<file path="src/rtl/c3nf_pkg.sv">
// Types, constants and register codes of the 3x3 convolution core.
package c3nf_pkg;

  localparam int MAX_LINE_LEN_DEF = 1024;

  localparam int PIX_W      = 8;
  localparam int ROW_W      = 16;
  localparam int OUT_COL_W  = 10;
  localparam int LL_W       = 11;
  localparam int COEF_ROW_W = 24;
  localparam int COEF_W     = 8;
  localparam int MIN_DIM    = 3;
  localparam int N_TAPS     = 9;
  localparam int TAP_W      = $clog2(N_TAPS);
  localparam int PROD_W     = 2 * PIX_W + 1;
  localparam int SUM_W      = 20;
  localparam int K_W        = 12;
  localparam int DIVD_W     = SUM_W - 1;
  localparam int DIVS_W     = K_W - 1;
  localparam int STEP_W     = $clog2(DIVD_W);

  localparam int QUEUE_DEPTH = 4;
  localparam int PTR_W       = $clog2(QUEUE_DEPTH);
  localparam int CNT_W       = $clog2(QUEUE_DEPTH + 1);

  localparam int CFG_IDX_W  = 3;
  localparam int CFG_DATA_W = COEF_ROW_W;

  localparam logic [COEF_ROW_W-1:0] COEF_TOP_RST = 24'hFFFFFF;
  localparam logic [COEF_ROW_W-1:0] COEF_MID_RST = 24'hFF00FF;
  localparam logic [COEF_ROW_W-1:0] COEF_BOT_RST = 24'hFFFFFF;
  localparam logic [LL_W-1:0]       LL_RST       = 11'd512;
  localparam logic [ROW_W-1:0]      LC_RST       = 16'd512;

  typedef enum logic [CFG_IDX_W-1:0] {
    CFG_COEF_TOP = 3'd0,
    CFG_COEF_MID = 3'd1,
    CFG_COEF_BOT = 3'd2,
    CFG_LINE_LEN = 3'd3,
    CFG_LINE_CNT = 3'd4
  } cfg_reg_t;

  typedef struct packed {
    logic [COEF_ROW_W-1:0] coef_top;
    logic [COEF_ROW_W-1:0] coef_mid;
    logic [COEF_ROW_W-1:0] coef_bot;
    logic [LL_W-1:0]       line_length;
    logic [ROW_W-1:0]      line_count;
  } cfg_t;

  typedef struct packed {
    logic [N_TAPS-1:0][PIX_W-1:0] pix;
    logic [ROW_W-1:0]             row;
    logic [OUT_COL_W-1:0]         col;
    logic                         last;
  } job_t;

  typedef struct packed {
    logic             empty;
    logic [CNT_W-1:0] count;
  } fifo_stat_t;

endpackage

</file>
<file path="src/rtl/c3nf_fifo.sv">
// Short job queue between the window front end and the arithmetic back end.
module c3nf_fifo (
  input  logic                   clk,
  input  logic                   rst,
  input  logic                   push,
  input  c3nf_pkg::job_t         push_job,
  input  logic                   pop,
  output c3nf_pkg::job_t         pop_job,
  output c3nf_pkg::fifo_stat_t   stat
);
  c3nf_pkg::job_t                  mem [c3nf_pkg::QUEUE_DEPTH];
  logic [c3nf_pkg::PTR_W-1:0]      head;
  logic [c3nf_pkg::PTR_W-1:0]      tail;
  logic [c3nf_pkg::CNT_W-1:0]      count;

  always_ff @(posedge clk) begin
    if (push) begin
      mem[tail] <= push_job;
    end
  end

  always_ff @(posedge clk) begin
    if (rst) begin
      head  <= '0;
      tail  <= '0;
      count <= '0;
    end else begin
      if (push) begin
        tail <= tail + 1'b1;
      end
      if (pop) begin
        head <= head + 1'b1;
      end
      if (push && !pop) begin
        count <= count + 1'b1;
      end else if (pop && !push) begin
        count <= count - 1'b1;
      end
    end
  end

  assign pop_job    = mem[head];
  assign stat.empty = (count == '0);
  assign stat.count = count;
endmodule

</file>
<file path="config.mk">
export PLATFORM = sky130hd
export DESIGN_NAME = c3nf_fifo
export DESIGN_NICKNAME = d
export VERILOG_FILES = /design/src/rtl/c3nf_pkg.sv /design/src/rtl/c3nf_fifo.sv
export SDC_FILE = /design/constraint.sdc
export NUM_CORES = 1
export LEC_CHECK = 0
export ABC_AREA = 1
export BUFFER_PORTS_ARGS = -buffer_cell sky130_fd_sc_hd__buf_2
export CAP_MARGIN = 20
export CORE_MARGIN = 2
export CORE_UTILIZATION = 50
export DETAILED_ROUTE_END_ITERATION = 10
export GPL_TIMING_DRIVEN = 0
export PLACE_DENSITY_LB_ADDON = 0.1
export SLEW_MARGIN = 25
export SYNTH_ARGS = -nofsm -noshare
export SYNTH_HDL_FRONTEND = slang
export SYNTH_SLANG_ARGS = --single-unit
</file>
<file path="constraint.sdc">
create_clock -name clk -period 4.8 [get_ports clk]
set_input_delay 1.44 -clock clk [delete_from_list [all_inputs] [get_ports clk]]
set_output_delay 1.44 -clock clk [all_outputs]
set_load 0.02 [all_outputs]
</file>
Word-level counts from Yosys, hierarchy flattened --
Memory sizes are Yosys's and may differ from the RTL's. A register that Yosys moved wholly into a read port is not among the register bits. Cells that the tools add are included.
Cells by class: add/sub/neg operators 4, $mul 0, div/mod/pow operators 0, $lt $le $gt $ge 0, eq/ne operators 0, shift-type cells 0, mux-type cells 6, bitwise logic cells 0, reduce and logical (&&, ||, !) cells 6
Operator list (number):
- $mux 3 | 2
- $add 2x1->2 const B | 2
- $mux 2 | 2
- $add 3x1->3 const B | 1
- $logic_not 3->1 | 1
- $sub 3x1->3 const B | 1
- $logic_and 1x1->1 | 2
- $logic_not 1->1 | 2
- $mux 1 | 2
- $reduce_bool 2->1 | 1
Storage, ports and cells: register bits after elaboration 7, bits in latches 0, memory bits (writable) 396, bits in read-only memories 0, output and inout port bits 103, word-level logic and storage cells 20, memories 1
Memories:
- mem | depth 4, width 99, read ports 1, clocked after Yosys merged registers in 1, wr ports 1, RTL line c3nf_fifo.sv:11 | c3nf_pkg::job_t mem [c3nf_pkg::QUEUE_DEPTH];

Logic depth before layout (Yosys ltp) --
Gate-level depths: netlist of run 1.
word-level depth 4, gate-level depth with buffers 10, depth with buffers taken out 10

Worst setup path after synthesis of run 1 --
Ideal clock, no wire load.
kind input port to flip-flop, start input push, end memory mem[2][0] (netlist bit) (enable), data arrival time 3386 ps, required time 4348 ps, slack 961 ps, stages 2, path buffers 0, cell sequence nand2_1 inv_1
On the way: longest elaborated chain between the ends 2
RTL lines:
- from (decl) | RTL line c3nf_fifo.sv:5 | input logic push,
- $mux 1 | RTL line c3nf_fifo.sv:17 | if (push) begin
- $mux 1 (implied by the code) | RTL line c3nf_fifo.sv:18 | mem[tail] <= push_job;
- to (decl) | RTL line c3nf_fifo.sv:11
No other way between the ends.

==> results of run 1 <==
## power groups by stage
stage	Clock (mW)	Sequential [mW]	Combinational, mW
final	2.89	4.07	0.841
after global placement	0	4.17	0.826
after detailed placement	0	4.15	0.849
after CTS	2.96	4.08	0.851
after global routing	3.09	4.08	0.918
after floorplan	0	4.16	0.482
## Yosys cell counts
cell / count / area (um2)
sky130_fd_sc_hd__a21oi_1: 3 / 15.01
sky130_fd_sc_hd__buf_12: 1 / 20.02
sky130_fd_sc_hd__buf_2: 5 / 25.02
sky130_fd_sc_hd__buf_4: 7 / 52.55
sky130_fd_sc_hd__buf_6: 11 / 123.9
sky130_fd_sc_hd__clkbuf_1: 40 / 150.1
sky130_fd_sc_hd__clkinv_4: 1 / 8.760
sky130_fd_sc_hd__dfxtp_1: 9 / 180.2
sky130_fd_sc_hd__edfxtp_1: 396 / 11890
sky130_fd_sc_hd__fa_1: 1 / 20.02
sky130_fd_sc_hd__ha_1: 5 / 62.56
sky130_fd_sc_hd__inv_1: 15 / 56.30
sky130_fd_sc_hd__inv_6: 1 / 8.760
sky130_fd_sc_hd__nand2_1: 9 / 33.78
sky130_fd_sc_hd__nand3_1: 1 / 5.000
sky130_fd_sc_hd__nand4_1: 1 / 6.260
sky130_fd_sc_hd__nor2_1: 204 / 765.7
sky130_fd_sc_hd__nor3_1: 1 / 5.000
sky130_fd_sc_hd__o21ai_0: 181 / 905.9
sky130_fd_sc_hd__o21ai_1: 22 / 110.1
sky130_fd_sc_hd__o22ai_1: 99 / 619.3
sky130_fd_sc_hd__xor2_1: 1 / 8.760
## final timing paths
path,to,from,slack [ps]
setup / recovery,pop_job[33],flip-flop,990
hold / removal,flip-flop,head[1]$_SDFFE_PP0P_,440
setup reg to reg,mem[2][69]$_DFFE_PP_,tail[0]$_SDFFE_PP0P_,2990
hold reg to reg,flip-flop,head[1]$_SDFFE_PP0P_,440
## state kept, by name, indices dropped and copies added, names as in the netlist, named ones only
name,cells
count,3
mem,396
head,2
tail,2
## logic make-up after synthesis
kind of cell / Yosys count
DFF: 405
AOI/OAI and AO/OA: 305
and+or+nand+nor: 216
buffers and inverters: 81
adders and majority gates: 6
xor gates and xnor gates: 1
## per-layer routing
metal  routed length [um]  global-route usage
met3                 2148             0.04906
met5                   90                   0
met4                  866             0.06796
met2                16070              0.3411
met1                14050              0.2802
## stage by stage
stage	instance area [um2]	std cells	hold WS, ps
floorplan	15070	1014	411.5
global placement	16590	1609	433.4
detailed placement	16720	1613	435.1
CTS	17960	1689	444.7
global route	17960	1691	471.6
finish	17960	1691	437.9
## area by class of cell
| class | instances | area share |
|---|---|---|
| flip-flops and latches | 405 | 0.6720 |
| multi-input cells | 528 | 0.1424 |
| clock buffers | 55 | 0.06352 |
| repair buffers | 209 | 0.06324 |
| well taps | 390 | 0.02716 |
| plain buffers | 64 | 0.02069 |
| inverters | 17 | 0.005502 |
| clock inverters | 21 | 0.005293 |
| diodes | 2 | 0.0002786 |
## placed cells by master, fill, tap and decap left out
cell type                   count
sky130_fd_sc_hd__o22ai_1       99
sky130_fd_sc_hd__a21oi_1        3
sky130_fd_sc_hd__ha_1           5
sky130_fd_sc_hd__inv_8          2
sky130_fd_sc_hd__clkinv_4       1
sky130_fd_sc_hd__xor2_1         1
sky130_fd_sc_hd__buf_16         4
sky130_fd_sc_hd__nand2_1        9
sky130_fd_sc_hd__clkbuf_8       2
sky130_fd_sc_hd__buf_12         1
sky130_fd_sc_hd__o21ai_1       22
sky130_fd_sc_hd__clkinv_2       9
sky130_fd_sc_hd__edfxtp_1     396
sky130_fd_sc_hd__buf_6         11
sky130_fd_sc_hd__o21ai_0      181
sky130_fd_sc_hd__nand3_1        1
sky130_fd_sc_hd__fa_1           1
sky130_fd_sc_hd__nand4_1        1
sky130_fd_sc_hd__diode_2        2
sky130_fd_sc_hd__clkbuf_16     43
sky130_fd_sc_hd__clkbuf_1      50
sky130_fd_sc_hd__dfxtp_1        9
sky130_fd_sc_hd__clkinv_1      11
sky130_fd_sc_hd__nor2_1       204
sky130_fd_sc_hd__buf_2        210
sky130_fd_sc_hd__nor3_1         1
sky130_fd_sc_hd__buf_4          7
sky130_fd_sc_hd__inv_6          4
sky130_fd_sc_hd__inv_1         11
==> out/results.ini, run 1 <==
[power_and_ir_drop]
power.share.switching = 0.2367
share_comb_of_total_power = 0.108
switching_power_mw = 1.849
report.power.total_mw = 7.809
power.ir.vdd_worst_mv = 0.3039
share_clk_of_total_power = 0.370
power.sequential.fraction = 0.522
pwr_density_cell_mw_per_mm2 = 434.7
internal_power_mw = 5.960
p_leak_nw = 6.308

[grt]
total_overflow_reported_by_the_global_router = 0
grt.total_usage = 0.2095
largest_net_degree_at_the_start_of_global_routing = 73
first_pass_grt_wire_length_um = 49650
grt_antenna_before_repair = 10
number_of_global_route_vias_before_repair = 8878

[sta]
postLayoutSetupSlackWorst_ps = 993.2
setup_viol = 0
final.setup_skew_ps = 11.28
worst_slew_margin_rel = 0.5942
drv_slew = 0
fin_crit_sh = 0.7931
worst_slew_pin_slew_ps = 608.7
finalCriticalPeriod_ps = 3807
finalSetupTns_ps = 0
report.final.hold_viol_count = 0
rsz0062_at_grt = no
achievable-frequency_ghz = 0.2627

[clock_network]
tritoncts = done
cts_made_buffers = 41
h-tree-depth = 2
cts-root-to-sink-buffers = 3
cts_resized = 0
clock_tree_root = sky130_fd_sc_hd__clkbuf_16
clk_pin_slew_worst_paths_ps = 60
cts_hold_buf = 0
postCtsSetupRepairBufs = 0
insertion_delay_ps = 520
clock_sinks = 405

[logic_synthesis]
dominant_combinational_cell_family_by_area_after_synthesis = compound AO/OA/AOI/OAI gates
yosysSeqAreaShare = 0.8008
ys_warn_count = 0
synthSimpleGateAreaFrac = 0.05412
synthesis.nets = 1123
yosys_register_bits = 405
post_synth_inst_count = 1014
synth_compound_area_frac = 0.1095
post_synth_xor_area_fraction = 0.0005810
synth-adder-area-share = 0.005478
synth_cell_types = 22
synth.mux.area_fraction = 0
mappedNetlistArea_mm2 = 0.01507
postSynthAreaPerCell_um2 = 14.87

[layout]
area_growth_syn_to_layout_pct = 19.17
finalNetCount = 1375
final_layout_size_suffix_gt1_frac = 0.2263
combined_flip_flop_and_latch_cell_area_mm2 = 0.01207
fillCellCount = 2332
multi_input_gate_area_in_the_final_layout_mm2 = 0.002557
layout.core_utilization = 0.6061

[critical_path]
endpoint_kind = output pin
critPathBufInv = 5
cp_max_fo = 10
cp_slowest_stage_delay_ps = 420
crit_family = buffers and inverters
path_common_cell = sky130_fd_sc_hd__buf_6
worst-setup-path-type = reg -> out
critPathSlowestCell = sky130_fd_sc_hd__clkbuf_1
critical_path_stages = 7
cp.arrival_ps = 2370
crit_chain = buf_6 > buf_6 > inv_6 > clkbuf_1 > o21ai_0 > o22ai_1 > buf_2
cp_data_required_time_ps = 3360
reg2regPathDepth = 5
critical_path.startpoint_type = flip-flop

[floorplan]
placement_rows = 63
die_height_um = 177.6
ioPinCount = 206
initial_standard_cell_utilization_of_the_core = 0.5086
chipWidth_um = 177.6
floorplan.die_area_mm2 = 0.03155
core_mm2 = 0.02964

[hold_path]
timing.hold.worst_path_depth = 1
hold_path.class = reg -> reg

[place]
gpl.final_weighted_congestion = 0.7268
detailedPlace.worstSlack_ps = 1539
dp_hpwl_um = 19740
numPortBuffers = 205

[routing]
routed_via_density = 5.397
postRouteWirelength_um = 33230
post-route-drc-count = 0
route.vias.total = 9127
drt.antenna.violating_nets = 0
avgRoutedWirePerCell_um = 19.65
drt-pass1-iter-count = 5
drt_iter0_drc = 725

[job]
maxCapViolCount = 0

[outcome]
result_of_the_run = complete, no violations

(Power assumes the default switching activity.)
==> inputs of run 2 (changes only) <==
ABC_AREA = 0   (was 1)
clock period = 4 ns   (was 4.8 ns; I/O delays follow)
==> run 2 against run 1 <==
- clock skew fell by 1.6 ps
- final cell count fell by 27%
- via count fell by 27%
- sequential power rose by 21%
- wire length fell by 21%
- largest power group unchanged
==> out/results.ini, run 2 <==
[logic_synthesis]
post_synth_inst_count = 560  ; -45%
top_cells_by_count_synth = sky130_fd_sc_hd__edfxtp_1, sky130_fd_sc_hd__mux4_2, sky130_fd_sc_hd__buf_2, sky130_fd_sc_hd__clkbuf_1, sky130_fd_sc_hd__dfxtp_1
synth_top_area_share = 0.8105  ; +0.02166
synth_most_common_cell = sky130_fd_sc_hd__edfxtp_1
synth_cell_types = 21  ; -4.5%
synth_ff_type = sky130_fd_sc_hd__edfxtp_1
ys_warn_count = 0  ; unchanged
async_reset_ff_frac = 0  ; unchanged
post_synth_main_area_contributors = sky130_fd_sc_hd__edfxtp_1, sky130_fd_sc_hd__mux4_2, sky130_fd_sc_hd__dfxtp_1, sky130_fd_sc_hd__ha_1, sky130_fd_sc_hd__buf_2
synthSimpleGateAreaFrac = 0.004520  ; -0.04960
mappedNetlistArea_mm2 = 0.01467  ; -2.7%
post_synth_xor_area_fraction = 0.002985  ; +0.002404
synth-adder-area-share = 0.005629  ; +0.0001504
synth_compound_area_frac = 0.0006822  ; -0.1088
number_of_enable_type_register_cells_in_the_synthesized_netlist = 396  ; unchanged
postSynthAreaPerCell_um2 = 26.20  ; +76%
synth.mux.area_fraction = 0.1533  ; +0.1533
yosysSeqAreaShare = 0.8228  ; +0.02199
cell_taking_the_most_area_after_synthesis = sky130_fd_sc_hd__edfxtp_1
synthesis.nets = 669  ; -40%
yosys_register_bits = 405  ; unchanged
dominant_combinational_cell_family_by_area_after_synthesis = multiplexers

[routing]
drt_iter0_drc = 384  ; -47%
drt-pass1-iter-count = 4  ; -1
avgRoutedWirePerCell_um = 21.51  ; +9.4%
drt.antenna.violating_nets = 0  ; unchanged
routed_via_density = 5.420  ; +0.41%
route.vias.total = 6650  ; -27%
post-route-drc-count = 0  ; unchanged
postRouteWirelength_um = 26390  ; -21%

[layout]
registers.top_by_ff_count = mem
layout.cells.most_common = sky130_fd_sc_hd__edfxtp_1
top_library_cells_by_usage_in_the_layout_fill_and_taps_aside = sky130_fd_sc_hd__edfxtp_1, sky130_fd_sc_hd__buf_2, sky130_fd_sc_hd__mux4_2
largest_reg_flops = 396  ; unchanged
finalNetCount = 924  ; -33%
layout.cell_area.non_filler_mm2 = 0.01764  ; -1.8%
layout.core_utilization = 0.6130  ; +0.006860
area_growth_syn_to_layout_pct = 20.25
instances_no_fill = 1227  ; -27%
biggestRegsByFlops = mem x396, count x3
final_layout_size_suffix_gt1_frac = 0.4488  ; +0.2225

[floorplan]
initial_standard_cell_utilization_of_the_core = 0.5098  ; +0.001170
die_height_um = 175.3  ; -1.3%
floorplan.die_area_mm2 = 0.03073  ; -2.6%
ioPinCount = 206  ; unchanged
chipWidth_um = 175.3  ; -1.3%
placement_rows = 62  ; -1.6%
core_mm2 = 0.02878  ; -2.9%

[clock_network]
cts_resized = 0  ; unchanged
cts_made_buffers = 41  ; unchanged
h-tree-depth = 2  ; unchanged
clock_tree_root = sky130_fd_sc_hd__clkbuf_16
insertion_delay_ps = 510  ; about the same
clock_sinks = 405  ; unchanged
tritoncts = done
cts-root-to-sink-buffers = 3  ; unchanged
clk_pin_slew_worst_paths_ps = 60  ; about the same
postCtsSetupRepairBufs = 0  ; unchanged
cts_hold_buf = 0  ; unchanged

[sta]
finalCriticalPeriod_ps = 3475
achievable-frequency_ghz = 0.2878
rsz0062_at_grt = no
setup_viol = 0  ; unchanged
worst_slew_pin_slew_ps = 687.2  ; +78.42 ps
worst_slew_margin_rel = 0.5419  ; -0.05228
final.setup_skew_ps = 9.710  ; -1.574 ps
fin_crit_sh = 0.8687
finalSetupTns_ps = 0  ; unchanged
report.final.hold_viol_count = 0  ; unchanged
drv_slew = 0  ; unchanged

[grt]
grt_antenna_before_repair = 4  ; -6
total_overflow_reported_by_the_global_router = 0  ; unchanged
grt.total_usage = 0.1756  ; -0.03392
largest_net_degree_at_the_start_of_global_routing = 42  ; -42%
number_of_global_route_vias_before_repair = 7250  ; -18%
first_pass_grt_wire_length_um = 40650  ; -18%

[critical_path]
crit_chain = buf_2 > clkbuf_1 > mux4_2 > buf_2
cp_data_required_time_ps = 2800  ; -560 ps
cp.arrival_ps = 2270  ; -100 ps
endpoint_kind = output pin
worst-setup-path-type = reg -> out
cp_slowest_stage_delay_ps = 570  ; +150 ps
path_common_cell = sky130_fd_sc_hd__buf_2
crit_family = buffers and inverters
critPathBufInv = 3  ; -2
critPathSlowestCell = sky130_fd_sc_hd__clkbuf_1
critical_path.startpoint_type = flip-flop
cp_max_fo = 10  ; unchanged

[place]
dpl-instance-area_mm2 = 0.01637  ; -2.1%
gpl.final_weighted_congestion = 0.7126  ; -2.0%
placed_cells = 1156  ; -28%
dp_hpwl_um = 16680  ; -15%
numPortBuffers = 204  ; -0.49%

[power_and_ir_drop]
power.ir.vdd_worst_mv = 0.4102  ; +35%
p_leak_nw = 5.962  ; -5.5%
pwr_density_cell_mw_per_mm2 = 541.2  ; +25%
report.power.total_mw = 9.549  ; +22%

[hold_path]
hold_path.class = reg -> reg

[job]
maxCapViolCount = 0  ; unchanged

[outcome]
result_of_the_run = complete, no violations

run 2: cell types whose count changed after synthesis, sizes merged, moves of 2 or more:
cell    previous run  this run
inv               16         4
nand2              9         1
xnor2              0         2
buf               24        14
clkbuf            40         9
mux2i              0         2
mux4               0        99
and2               0         4
xor2               1         3
nor2             204         7
a21oi              3         1
o22ai             99         0
o21ai            203         1
run 2: kinds of logic (layout without fill, tap and decap cells):
kind of cell / Yosys count / count (layout)
other cells: 0 / 3
xor+xnor: 5 / 5
flops: 405 / 405
buf+inv: 27 / 307
simple gates: 14 / 14
compound gates: 2 / 2
mux: 101 / 101
fa+ha+maj: 6 / 6
run 2: tightest hold or removal path: cells and delay by family (launching register included):
| family | cells | cell delay, ps |
|---|---|---|
| flip-flops | 1 | 330 |
| AO/OA/AOI/OAI | 2 | 140 |
run 2: final cells by class:
class,instances,area (um2)
clock buffer,53,1071
timing repair buffer,212,1211
multi-input combinational,128,2462
clock inverter,15,190.2
antenna,3,7.507
fill,2034,11140
buffer,23,132.6
inverter,4,15.01
tap,384,480.5
sequential,405,12070
run 2: final timing paths:
check                           slack (ps)  cells after the start                     to                   from
worst max-delay path                   530                      4             pop_job[0]              flip-flop
worst min-delay path                   520                      2  count[2]$_SDFFE_PP0P_  count[2]$_SDFFE_PP0P_
worst max register to register        2220                      4   mem[2][83]$_DFFE_PP_   tail[0]$_SDFFE_PP0P_
worst min register to register         520                      2  count[2]$_SDFFE_PP0P_  count[2]$_SDFFE_PP0P_
run 2: through the flow:
| step | hold WS [ps] | setup slack (ps) |
|---|---|---|
| after global routing | 570.8 | 418.5 |
| final | 521.3 | 525.1 |
| after detailed placement | 514.8 | 1011 |
| after global placement | 487.6 | -1899 |
| after floorplan | 484.7 | 44.78 |
| after CTS | 523.4 | 459.3 |
run 2: report_power, final:
part           total (mW)  switching, mW  internal [mW]
Sequential           4.92         0.0460           4.87
Combinational        1.04          0.615          0.425
Clock                3.59           1.40           2.19
Total                9.55           2.06           7.49
run 2: layer usage:
layer | vias up | routed length (um) | global-route usage
li1 | 2924 | - | -
met1 | 3462 | 10380 | 0.2254
met2 | 207 | 13580 | 0.3002
met3 | 53 | 1827 | 0.04394
met4 | 4 | 572 | 0.05069
met5 | - | 25 | 0
==> inputs of run 3 (changes only) <==
GPL_TIMING_DRIVEN = 1   (was 0)
==> run 3 against run 2 <==
- clock power grew 9.2%
- clock-buffer cell count shrank 3
- sequential power is essentially flat
- maximum frequency shrank 1.6%
- utilization grew 0.10 points
- power grew 3.3%
- critical path type unchanged
- global-route usage grew 0.44 points
==> out/results.ini, run 3 (same netlist as run 2, synthesis figures left out) <==
[outcome]
result_of_the_run = complete, no violations

[hold_path]
timing.hold.worst_path_depth = 2  ; unchanged
min_to = count[2]$_SDFFE_PP0P_
hold_path.class = reg -> reg
hold_start = count[2]$_SDFFE_PP0P_

[critical_path]
worst_r2r_endpoint = mem[3][0]$_DFFE_PP_
worst-setup-path-type = reg -> out
cp_slowest_stage_delay_ps = 640  ; +70 ps
cp_data_required_time_ps = 2800  ; about the same
timing.rr.start = tail[0]$_SDFFE_PP0P_
critical_path_stages = 3  ; -1
cp.arrival_ps = 2330  ; +60 ps
critPathSlowestCell = sky130_fd_sc_hd__dfxtp_4
cp_max_fo = 39  ; +29
crit_chain = buf_12 > mux4_2 > buf_2
reg2regPathDepth = 3  ; -1
ff2ff_setup_slack_ps = 2250  ; +30 ps
crit_family = flip-flops
endpoint_kind = output pin
critical_path.startpoint_type = flip-flop
critPathBufInv = 2  ; -1

[clock_network]
postCtsSetupRepairBufs = 0  ; unchanged
h-tree-depth = 2  ; unchanged
cts_made_buffers = 41  ; unchanged
clock_tree_root = sky130_fd_sc_hd__clkbuf_16
tritoncts = done
cts_resized = 0  ; unchanged
clk_pin_slew_worst_paths_ps = 60  ; about the same
cts_hold_buf = 0  ; unchanged
clock_sinks = 405  ; unchanged
insertion_delay_ps = 520  ; about the same
cts-root-to-sink-buffers = 3  ; unchanged

[routing]
post-route-drc-count = 0  ; unchanged
postRouteWirelength_um = 26780  ; +1.5%
route.vias.total = 6553  ; -1.5%
drt-pass1-iter-count = 5  ; +1
drt_iter0_drc = 426  ; +11%
avgRoutedWirePerCell_um = 22.00  ; +2.3%
routed_via_density = 5.385  ; -0.65%
drt.antenna.violating_nets = 0  ; unchanged

[layout]
layout.cells.most_common = sky130_fd_sc_hd__edfxtp_1
fillCellCount = 2069  ; +1.7%
biggestRegsByFlops = mem x396, count x3
area_growth_syn_to_layout_pct = 20.44
finalNetCount = 908  ; -1.7%
largest_reg_flops = 396  ; unchanged
final_layout_size_suffix_gt1_frac = 0.4650  ; +0.01617
registers.top_by_ff_count = mem
top_library_cells_by_usage_in_the_layout_fill_and_taps_aside = sky130_fd_sc_hd__edfxtp_1, sky130_fd_sc_hd__buf_2, sky130_fd_sc_hd__mux4_2
layout.cell_area.non_filler_mm2 = 0.01767  ; +0.16%

[place]
numPortBuffers = 205  ; +0.49%
dpl-instance-area_mm2 = 0.01626  ; -0.72%
dp_hpwl_um = 16270  ; -2.4%
gpl.final_weighted_congestion = 0.7029  ; -1.4%

[grt]
globalRouteMet3Util = 0.04589  ; +0.001948
top_usage_layer = met2
first_pass_grt_wire_length_um = 41740  ; +2.7%
grt_antenna_before_repair = 6  ; +2
use_met2 = 0.3040  ; +0.003773
global_route.usage.met1 = 0.2330  ; +0.007630
number_of_global_route_vias_before_repair = 7204  ; -0.63%
largest_net_degree_at_the_start_of_global_routing = 61  ; +45%
grt.total_usage = 0.1799  ; +0.004352
total_overflow_reported_by_the_global_router = 0  ; unchanged

[power_and_ir_drop]
power.ir.vdd_worst_mv = 0.4078  ; -0.60%
p_leak_nw = 5.979  ; +0.29%
pwr_density_cell_mw_per_mm2 = 558.2  ; +3.1%

[sta]
worst_slew_pin_slew_ps = 640.2  ; -47.00 ps
setup_viol = 0  ; unchanged
finalCriticalPeriod_ps = 3530  ; +54.78 ps
finalSetupTns_ps = 0  ; unchanged
worst_slew_margin_rel = 0.5732  ; +0.03134
drv_slew = 0  ; unchanged
final.setup_skew_ps = 4.996  ; -4.714 ps
achievable-frequency_ghz = 0.2833  ; -1.6%
report.final.hold_viol_count = 0  ; unchanged
timing.hold.ws_ps = 525.9  ; +4.593 ps
rsz0062_at_grt = no
fin_crit_sh = 0.8824  ; +0.01369

[floorplan]
placement_rows = 62  ; unchanged
floorplan.die_area_mm2 = 0.03073  ; unchanged
die_height_um = 175.3  ; unchanged
initial_standard_cell_utilization_of_the_core = 0.5098  ; unchanged
core_mm2 = 0.02878  ; unchanged
chipWidth_um = 175.3  ; unchanged
ioPinCount = 206  ; unchanged

[job]
maxCapViolCount = 0  ; unchanged

run 3: cell types whose count changed in the layout (fill, tap and decap cells not counted), moves of 3 or more:
cell,before,now
sky130_fd_sc_hd__buf_16,4,0
sky130_fd_sc_hd__clkbuf_1,21,6
sky130_fd_sc_hd__clkinv_2,2,7
sky130_fd_sc_hd__clkinv_1,8,5
sky130_fd_sc_hd__buf_12,4,7
sky130_fd_sc_hd__buf_4,1,7
sky130_fd_sc_hd__buf_2,214,205
run 3: per-layer routing:
layer | share of wire | vias up
met4 | 0.019 | 2
met1 | 0.40 | 3404
met5 | 0.00049 | -
li1 | - | 2888
met3 | 0.069 | 42
met2 | 0.51 | 217
run 3: report_power, final:
group	switching, mW	internal, mW	leakage (nW)
sequential	0.0742	4.88	3.71
clock	1.49	2.43	0.692
combinational	0.582	0.411	1.58
run 3: worst max-delay path by stage:
stage                                endpoint  slack [ps]
after global placement             pop_job[1]         950
after detailed placement           pop_job[1]         950
after CTS                          pop_job[1]         380
after floorplan           mem[0][0]$_DFFE_PP_          40
after global routing              pop_job[40]         280
final                             pop_job[44]         470
run 3: cell type report:
class / instances / area (um2) / area share
tap: 384 / 480.5 / 0.02719
timing repair buffer: 219 / 1219 / 0.06897
multi-input combinational: 128 / 2462 / 0.1393
clock buffer: 50 / 1112 / 0.06295
clock inverter: 22 / 290.3 / 0.01643
inverter: 4 / 15.01 / 0.0008497
antenna: 5 / 12.51 / 0.0007081
sequential: 405 / 12080 / 0.6836
run 3: worst register-to-register path, stage by stage (launching register included):
cell and delay [ps]:
sky130_fd_sc_hd__dfxtp_1 390, sky130_fd_sc_hd__ha_1 170, sky130_fd_sc_hd__and2_4 410, sky130_fd_sc_hd__buf_4 430
run 3: metrics by stage:
stage	utilization	cells	power, mW	worst slack, ps
after floorplan	-	560	5.674	44.78
after global placement	0.5648	1140	6.026	951.7
after detailed placement	0.5648	1140	6.059	947.3
after CTS	0.6136	1212	9.987	375.6
after global routing	0.6138	1215	10.22	279.2
final	0.6140	1217	9.864	470.3
